===== src/hdl/etc1_pkg.sv =====
// ----------------------------------------------------------------------------
// ETC1 texel decode package
// Shared types, the intensity modifier table and the channel helpers used by
// the texel decode datapath and the top level.
// ----------------------------------------------------------------------------
package etc1_pkg;

  // One decoded texel, eight bits per channel.
  typedef struct packed {
    logic [7:0] red;
    logic [7:0] green;
    logic [7:0] blue;
    logic [7:0] alpha;
  } rgba_t;

  localparam int unsigned TableIdxW = 3;
  localparam int unsigned ModW      = 8;

  // Intensity modifier magnitude, selected by table index and the
  // texel's modifier-select bit.
  function automatic logic [ModW-1:0] mod_value(input logic [TableIdxW-1:0] tbl,
                                                input logic                 sel);
    logic [ModW-1:0] lo;
    logic [ModW-1:0] hi;
    begin
      lo = 8'd2;
      hi = 8'd8;
      unique case (tbl)
        3'd0: begin lo = 8'd2;  hi = 8'd8;   end
        3'd1: begin lo = 8'd5;  hi = 8'd17;  end
        3'd2: begin lo = 8'd9;  hi = 8'd29;  end
        3'd3: begin lo = 8'd13; hi = 8'd42;  end
        3'd4: begin lo = 8'd18; hi = 8'd60;  end
        3'd5: begin lo = 8'd24; hi = 8'd80;  end
        3'd6: begin lo = 8'd33; hi = 8'd106; end
        default: begin lo = 8'd47; hi = 8'd183; end
      endcase
      mod_value = sel ? hi : lo;
    end
  endfunction

  // Replicate a 4-bit value into 8 bits.
  function automatic logic [7:0] expand4(input logic [3:0] n);
    expand4 = {n, n};
  endfunction

  // Replicate a 5-bit value into 8 bits.
  function automatic logic [7:0] expand5(input logic [4:0] n);
    expand5 = {n, n[4:2]};
  endfunction

  // Add or subtract the modifier and saturate to 0..255.
  function automatic logic [7:0] clamp_add(input logic [7:0]      c,
                                           input logic [ModW-1:0] m,
                                           input logic            neg);
    logic signed [9:0] s;
    begin
      if (neg) begin
        s = $signed({2'b00, c}) - $signed({2'b00, m});
      end else begin
        s = $signed({2'b00, c}) + $signed({2'b00, m});
      end
      if (s < 0) begin
        clamp_add = 8'd0;
      end else if (s > 10'sd255) begin
        clamp_add = 8'hFF;
      end else begin
        clamp_add = s[7:0];
      end
    end
  endfunction

endpackage


===== src/hdl/etc1_texel_calc.sv =====
// ----------------------------------------------------------------------------
// ETC1 texel calculation
// Combinational decode of one texel: sub-block choice, base color expansion
// in individual or differential mode, modifier add with clamp, and alpha.
// ----------------------------------------------------------------------------
module etc1_texel_calc (
  input  logic [1:0]     texel_col_i,
  input  logic [1:0]     texel_row_i,
  input  logic [63:0]    colour_block_i,
  input  logic [63:0]    alpha_block_i,
  input  logic           has_alpha_i,
  output etc1_pkg::rgba_t texel_o
);
  import etc1_pkg::*;

  logic [3:0]           tix;
  logic                 flip;
  logic                 diff;
  logic                 second;
  logic [4:0]           base_r, base_g, base_b;
  logic [4:0]           sum_r, sum_g, sum_b;
  logic [7:0]           col_r, col_g, col_b;
  logic [TableIdxW-1:0] tbl;
  logic [ModW-1:0]      mod_mag;
  logic                 neg;
  logic [3:0]           alpha_nib;

  // Texel index is column-major within the block.
  assign tix    = {texel_col_i, texel_row_i};
  assign flip   = colour_block_i[32];
  assign diff   = colour_block_i[33];
  assign second = flip ? texel_row_i[1] : texel_col_i[1];

  // Differential mode: 5-bit base plus sign-extended 3-bit delta, wrapping.
  assign base_r = colour_block_i[63:59];
  assign base_g = colour_block_i[55:51];
  assign base_b = colour_block_i[47:43];
  assign sum_r  = base_r + {{2{colour_block_i[58]}}, colour_block_i[58:56]};
  assign sum_g  = base_g + {{2{colour_block_i[50]}}, colour_block_i[50:48]};
  assign sum_b  = base_b + {{2{colour_block_i[42]}}, colour_block_i[42:40]};

  // Base color of the texel's sub-block.
  always_comb begin
    if (diff) begin
      col_r = expand5(second ? sum_r : base_r);
      col_g = expand5(second ? sum_g : base_g);
      col_b = expand5(second ? sum_b : base_b);
    end else begin
      col_r = expand4(second ? colour_block_i[59:56] : colour_block_i[63:60]);
      col_g = expand4(second ? colour_block_i[51:48] : colour_block_i[55:52]);
      col_b = expand4(second ? colour_block_i[43:40] : colour_block_i[47:44]);
    end
  end

  // Modifier selection and sign; the negate bits start at bit 16.
  assign tbl     = second ? colour_block_i[36:34] : colour_block_i[39:37];
  assign mod_mag = mod_value(tbl, colour_block_i[{2'b00, tix}]);
  assign neg     = colour_block_i[{2'b01, tix}];

  assign alpha_nib = alpha_block_i[{tix, 2'b00} +: 4];

  // Final channels.
  always_comb begin
    texel_o.red   = clamp_add(col_r, mod_mag, neg);
    texel_o.green = clamp_add(col_g, mod_mag, neg);
    texel_o.blue  = clamp_add(col_b, mod_mag, neg);
    texel_o.alpha = has_alpha_i ? expand4(alpha_nib) : 8'hFF;
  end

endmodule


===== src/hdl/etc1_texel_decode_unit.sv =====
// ----------------------------------------------------------------------------
// ETC1 texel decode unit
// Two-stage decoder of single ETC1 / ETC1A4 texels into RGBA8.
// ----------------------------------------------------------------------------
// Usage:
//   The input channel (in_valid_i / in_ready_o) carries the texel column and
//   row within its 4x4 block, the 64-bit color word and the 64-bit alpha
//   word. Each transaction produces exactly one transaction on the output
//   channel (out_valid_o / out_ready_i) with red, green, blue and alpha.
//   An accepted texel goes from the input register through the decode
//   pass into the result register, which holds it for the output
//   handshake. While the receiver keeps out_ready_i high, throughput is
//   one texel per cycle, set by the single decode pass between the two
//   registers. When the receiver stalls, the result register holds its
//   texel and the input register holds the next one, so two transactions
//   can be in flight; in_ready_o drops only when both are occupied.
//   The has_alpha mode is written through the cfg channel (always ready)
//   and should change only while no transaction is in flight.
//   Reset empties both stages and clears has_alpha to opaque mode.
// ----------------------------------------------------------------------------
module etc1_texel_decode_unit (
  input  logic        clk_i,
  input  logic        rst_ni,
  // Configuration channel
  input  logic        cfg_valid_i,
  output logic        cfg_ready_o,
  input  logic        cfg_data_i,
  // Input channel
  input  logic        in_valid_i,
  output logic        in_ready_o,
  input  logic [1:0]  texel_col_i,
  input  logic [1:0]  texel_row_i,
  input  logic [63:0] colour_block_i,
  input  logic [63:0] alpha_block_i,
  // Output channel
  output logic        out_valid_o,
  input  logic        out_ready_i,
  output logic [7:0]  red_o,
  output logic [7:0]  green_o,
  output logic [7:0]  blue_o,
  output logic [7:0]  alpha_out_o
);
  import etc1_pkg::*;

  logic        has_alpha_q;
  logic        s0_valid_q, s0_valid_d;
  logic [1:0]  col_q, row_q;
  logic [63:0] cw_q, aw_q;
  logic        out_valid_q, out_valid_d;
  rgba_t       texel_d, texel_q;
  logic        in_fire;
  logic        s1_ready;
  logic        s0_advance;

  // Configuration register.
  assign cfg_ready_o = 1'b1;

  always_ff @(posedge clk_i or negedge rst_ni) begin
    if (!rst_ni) begin
      has_alpha_q <= 1'b0;
    end else if (cfg_valid_i && cfg_ready_o) begin
      has_alpha_q <= cfg_data_i;
    end
  end

  // Pipeline flow control.
  assign s1_ready    = !out_valid_q || out_ready_i;
  assign in_ready_o  = !s0_valid_q || s1_ready;
  assign in_fire     = in_valid_i && in_ready_o;
  assign s0_advance  = s0_valid_q && s1_ready;
  assign s0_valid_d  = in_fire ? 1'b1 : (s0_advance ? 1'b0 : s0_valid_q);
  assign out_valid_d = s1_ready ? s0_valid_q : out_valid_q;

  always_ff @(posedge clk_i or negedge rst_ni) begin
    if (!rst_ni) begin
      s0_valid_q  <= 1'b0;
      out_valid_q <= 1'b0;
    end else begin
      s0_valid_q  <= s0_valid_d;
      out_valid_q <= out_valid_d;
    end
  end

  // Input register.
  always_ff @(posedge clk_i) begin
    if (in_fire) begin
      col_q <= texel_col_i;
      row_q <= texel_row_i;
      cw_q  <= colour_block_i;
      aw_q  <= alpha_block_i;
    end
  end

  // Decode pass.
  etc1_texel_calc u_calc (
    .texel_col_i    (col_q),
    .texel_row_i    (row_q),
    .colour_block_i (cw_q),
    .alpha_block_i  (aw_q),
    .has_alpha_i    (has_alpha_q),
    .texel_o        (texel_d)
  );

  // Result register.
  always_ff @(posedge clk_i) begin
    if (s0_advance) begin
      texel_q <= texel_d;
    end
  end

  assign out_valid_o = out_valid_q;
  assign red_o       = texel_q.red;
  assign green_o     = texel_q.green;
  assign blue_o      = texel_q.blue;
  assign alpha_out_o = texel_q.alpha;

  // An accepted transaction always lands in the input register.
  assert property (@(posedge clk_i) disable iff (!rst_ni)
    in_fire |=> s0_valid_q)
    else $error("accepted transaction did not reach the input register");

  // A stalled input stage keeps its transaction intact.
  assert property (@(posedge clk_i) disable iff (!rst_ni)
    (s0_valid_q && !s1_ready) |=> (s0_valid_q && $stable(cw_q) && $stable(aw_q)
                                   && $stable(col_q) && $stable(row_q)))
    else $error("input stage lost or changed a stalled transaction");

  // A transaction leaving the input stage shows up as a valid result.
  assert property (@(posedge clk_i) disable iff (!rst_ni)
    s0_advance |=> out_valid_q)
    else $error("decoded texel did not reach the result register");

  // The input stage never drains while the result register is blocked.
  assert property (@(posedge clk_i) disable iff (!rst_ni)
    (out_valid_q && !out_ready_i && s0_valid_q) |=> (out_valid_q && s0_valid_q))
    else $error("pipeline dropped a transaction under stall");

endmodule


===== config.mk =====
export PLATFORM = sky130hd
export DESIGN_NAME = etc1_texel_decode_unit
export DESIGN_NICKNAME = d
export VERILOG_FILES = /design/src/hdl/etc1_pkg.sv /design/src/hdl/etc1_texel_calc.sv /design/src/hdl/etc1_texel_decode_unit.sv
export SDC_FILE = /design/constraint.sdc
export NUM_CORES = 1
export LEC_CHECK = 0
export BUFFER_PORTS_ARGS = -buffer_cell sky130_fd_sc_hd__buf_2
export CORE_AREA = 3 3 197 199
export DETAILED_ROUTE_END_ITERATION = 16
export DIE_AREA = 0 0 200 202
export GPL_TIMING_DRIVEN = 0
export PLACE_DENSITY_LB_ADDON = 0.3
export SLEW_MARGIN = 5
export SYNTH_ARGS = -nofsm -noshare
export SYNTH_HDL_FRONTEND = slang
export SYNTH_SLANG_ARGS = --single-unit

===== constraint.sdc =====
create_clock -name clk_i -period 6.25 [get_ports clk_i]
set_clock_uncertainty 0.2 [all_clocks]
set_input_delay 0.625 -clock clk_i [delete_from_list [all_inputs] [get_ports clk_i]]
set_output_delay 0.625 -clock clk_i [all_outputs]
set_load 0.005 [all_outputs]

==> impl_metrics.env <==
export IMPL_outcome="completed"
export IMPL_grt_start_max_net_pins=64
export IMPL_nets=1112
export IMPL_fin_tns_setup_ns=0
export IMPL_synth_ff_type="edfxtp_1"
export IMPL_via_per_inst=4.538
export IMPL_portBuffers=171
export IMPL_slew_viol_final=0
export IMPL_peakVddDrop_mv=0.2083
export IMPL_place_inst=1396
export IMPL_io_pins=173
export IMPL_chipHeight_um=202
export IMPL_routed_wl_mm=24.10
export IMPL_clockBufferDepth=2
export IMPL_critical_path_arrival_ns=5.58
export IMPL_path_class="reg -> reg"
export IMPL_synth_top_family_by_area="compound AO/OA/AOI/OAI gates"
export IMPL_wl_per_cell_um=16.84
export IMPL_fp_coreArea_sq_mm=0.03740
export IMPL_drtIter0Drc=318
export IMPL_power_internal_mw=2.352
export IMPL_drive_gt1_share_pct=28.32
export IMPL_yosys_area_share_adder_pct=10.08
export IMPL_fmax_mhz=178.1
export IMPL_grt_pass1_wl_mm=37.20
export IMPL_vias=6494
export IMPL_ys_seq_area_share_pct=52.83
export IMPL_combPwrFrac_pct=30.7
export IMPL_ys_ff_latch=163
export IMPL_critPathLaunchType="register"
export IMPL_die_area_sq_mm=0.04040
export IMPL_synth_cells=712
export IMPL_drv_cap=0
export IMPL_synthTopCellsByCount="edfxtp_1, ha_1, a21oi_1, nor2_1, nand2_1"
export IMPL_setup_viol=0
export IMPL_hp_class="in -> reg"
export IMPL_relSlewSlack_pct=23.35
export IMPL_numCtsBuffers=17
export IMPL_start_util_pct=24.70
export IMPL_synthesis_nets=919
export IMPL_gr_usage_all_layers_pct=12.15
export IMPL_async_reset_ff_share_pct=1.840
export IMPL_cp_end_kind="register"
export IMPL_synth_edf_count=160
export IMPL_p_leak_nw=4.481
export IMPL_synth_area_sq_mm=0.009236
export IMPL_power_density_mw_per_mm2=306.4
export IMPL_area_growth_pct=23.15
export IMPL_power_switching_mw=1.133
export IMPL_ant_nets=0
export IMPL_h_tree_depth=4
export IMPL_hpwl_mm=19.04
export IMPL_route_detailed_drc=0
export IMPL_timing_hold_ws_ns=0.1554
export IMPL_clk_pin_slew_ns=0.07
export IMPL_cts_tree="done"
export IMPL_ys_types=64
export IMPL_synthXorXnorAreaFrac_pct=1.138
export IMPL_first_pass_iters=5
export IMPL_seq_power_share_pct=39.6
export IMPL_placementRows=71
export IMPL_instances_no_fill=1431
export IMPL_crit_path_max_fanout=10
export IMPL_hold_viol_final=0
export IMPL_fillers=3832
export IMPL_synth_compound_area_share_pct=13.48
export IMPL_post_route_min_period_ns=5.616
export IMPL_ys_warn_count=0
export IMPL_fin_crit_sh_pct=89.85
export IMPL_worst_pin_slew_ns=1.121
export IMPL_synth_most_common_cell="edfxtp_1"
export IMPL_synth_area_leaders="edfxtp_1, ha_1, mux4_2, a21oi_1, mux4_1"
export IMPL_rsz0062_at_grt="false"
export IMPL_grt_pass1_vias=6559
export IMPL_clkPwrFrac_pct=29.6
export IMPL_clkLatencyLatePin_ns=0.44
export IMPL_numClockSinks=163
export IMPL_cp_required_ns=6.22
export IMPL_overflow=0
export IMPL_postPlaceCellArea_sq_mm=0.01078
export IMPL_yosysTopAreaCell="edfxtp_1"
export IMPL_syn_mean_instance_area_sq_um=12.97
export IMPL_synthSimpleGateAreaFrac_pct=8.480
export IMPL_gp_congestion=0.8833
export IMPL_yosysTopAreaCellShare_pct=52.02
export IMPL_muxShareOfSynthArea_pct=10.43
export IMPL_die_w_um=200
export IMPL_power_share_switching_pct=32.50
export IMPL_grt_antenna_before_repair=6
export IMPL_cts_root_buf="clkbuf_16"
export IMPL_final_area_sq_mm=0.01137
worst paths after layout:
check                           cells past startpoint                    from                      end  slack (ns)
worst max-delay path                               13      row_q[1]$_DFFE_PP_   red_o[7]$_SDFFCE_PP0P_        0.63
worst min-delay path                                1       alpha_block_i[52]       aw_q[52]$_DFFE_PP_        0.16
worst max register to register                     13      row_q[1]$_DFFE_PP_   red_o[7]$_SDFFCE_PP0P_        0.63
worst min register to register                      1  s0_valid_q$_DFFE_PN0P_  out_valid_o$_DFFE_PN0P_        0.28
max in group asynchronous                           2                  rst_ni  has_alpha_q$_DFFE_PN0P_        5.44
min in group asynchronous                           2                  rst_ni  out_valid_o$_DFFE_PN0P_        0.31
metal layers:
| metal | vias up | track usage (%) | part of all wire, % |
|---|---|---|---|
| met1 | 3071 | 15.50 | 44 |
| met4 | 8 | 3.814 | 1.6 |
| met2 | 224 | 19.70 | 48 |
| met3 | 29 | 3.767 | 6.4 |
| met5 | - | 0 | 0.20 |
| li1 | 3162 | - | - |
flip-flops by register name, indices dropped and copies added, names as in the netlist:
signal       count
aw_q            64
s0_valid_q       1
red_o            8
has_alpha_q      1
row_q            2
cw_q            64
out_valid_o      1
green_o          8
blue_o           8
col_q            2
alpha_out_o      4
metrics by stage:
stage / util [%] / total power [mW] / setup WS [ns]
after floorplan: - / 2.147 / 1.706
after global placement: 28.69 / 2.472 / 0.2815
after detailed placement: 28.83 / 2.473 / 0.4856
after CTS: 30.39 / 3.530 / 0.4755
after global routing: 30.41 / 3.711 / 0.2465
final: 30.41 / 3.485 / 0.6344
power by group through the flow:
| stage | sequential (mW) | clock, mW | combinational, mW |
|---|---|---|---|
| global placement | 1.42 | 0 | 1.06 |
| detailed placement | 1.41 | 0 | 1.07 |
| finish | 1.38 | 1.03 | 1.07 |
| floorplan | 1.41 | 0 | 0.738 |
| CTS | 1.38 | 1.07 | 1.07 |
| global route | 1.39 | 1.12 | 1.20 |
final cells by class:
cell class | count | area [sq um] | area share, %
Antenna cell | 2 | 5.005 | 0.04400
Sequential cell | 163 | 4880 | 42.90
Tap cell | 511 | 639.4 | 5.621
Multi-Input combinational cell | 480 | 4039 | 35.51
Inverter | 34 | 127.6 | 1.122
Clock inverter | 14 | 143.9 | 1.265
Timing Repair Buffer | 174 | 913.4 | 8.030
Buffer | 35 | 197.7 | 1.738
Clock buffer | 18 | 429.2 | 3.773
cell families after synthesis:
kind of cell | after synthesis
AND/OR/NAND/NOR | 162
multiplexers | 51
adder cells (fa/ha/maj) | 69
XOR/XNOR | 12
flip-flops | 163
buffers and inverters | 69
other | 1
AO/OA/AOI/OAI | 185
worst max-delay path: stages (launching register included):
cell       delay (ns)
edfxtp_1         0.55
buf_1            0.36
clkbuf_1         0.42
mux2i_2          0.59
buf_2            0.33
nor2_1           0.06
o31ai_1          0.78
ha_1             0.25
o21bai_1         0.11
a2111oi_0        0.96
o21bai_1         0.12
a21oi_1          0.32
a221o_1          0.20
a21oi_1          0.07
layout by cell type (no fill, tap or decap), types with 7 or more instances in the layout:
cell type	Yosys	final
inv_1	34	34
mux2i_1	12	11
a21oi_1	56	56
fa_1	9	9
a221o_1	8	8
ha_1	60	60
o221ai_1	9	9
buf_4	7	7
nand2_1	40	40
nor3_1	11	11
a21o_1	13	13
o21ai_0	24	24
nand2b_1	10	10
o211ai_1	8	8
xnor2_1	10	10
nand3_1	9	9
mux4_2	21	21
clkbuf_16	0	17
o21bai_1	11	11
edfxtp_1	160	160
clkbuf_1	15	16
nor2_1	52	52
a31oi_1	9	9
mux4_1	10	10
buf_2	7	178
repair_timing:
item / 4_1_cts / 5_1_grt
endpoints found under the hold margin: 3 / 0
buffers inserted: 0 / 0
endpoints found under the setup margin: 0 / 1
resized for setup: 0 / 1
hold buffers: 1 / 0
Note: power is estimated with default switching activity, not from simulation.
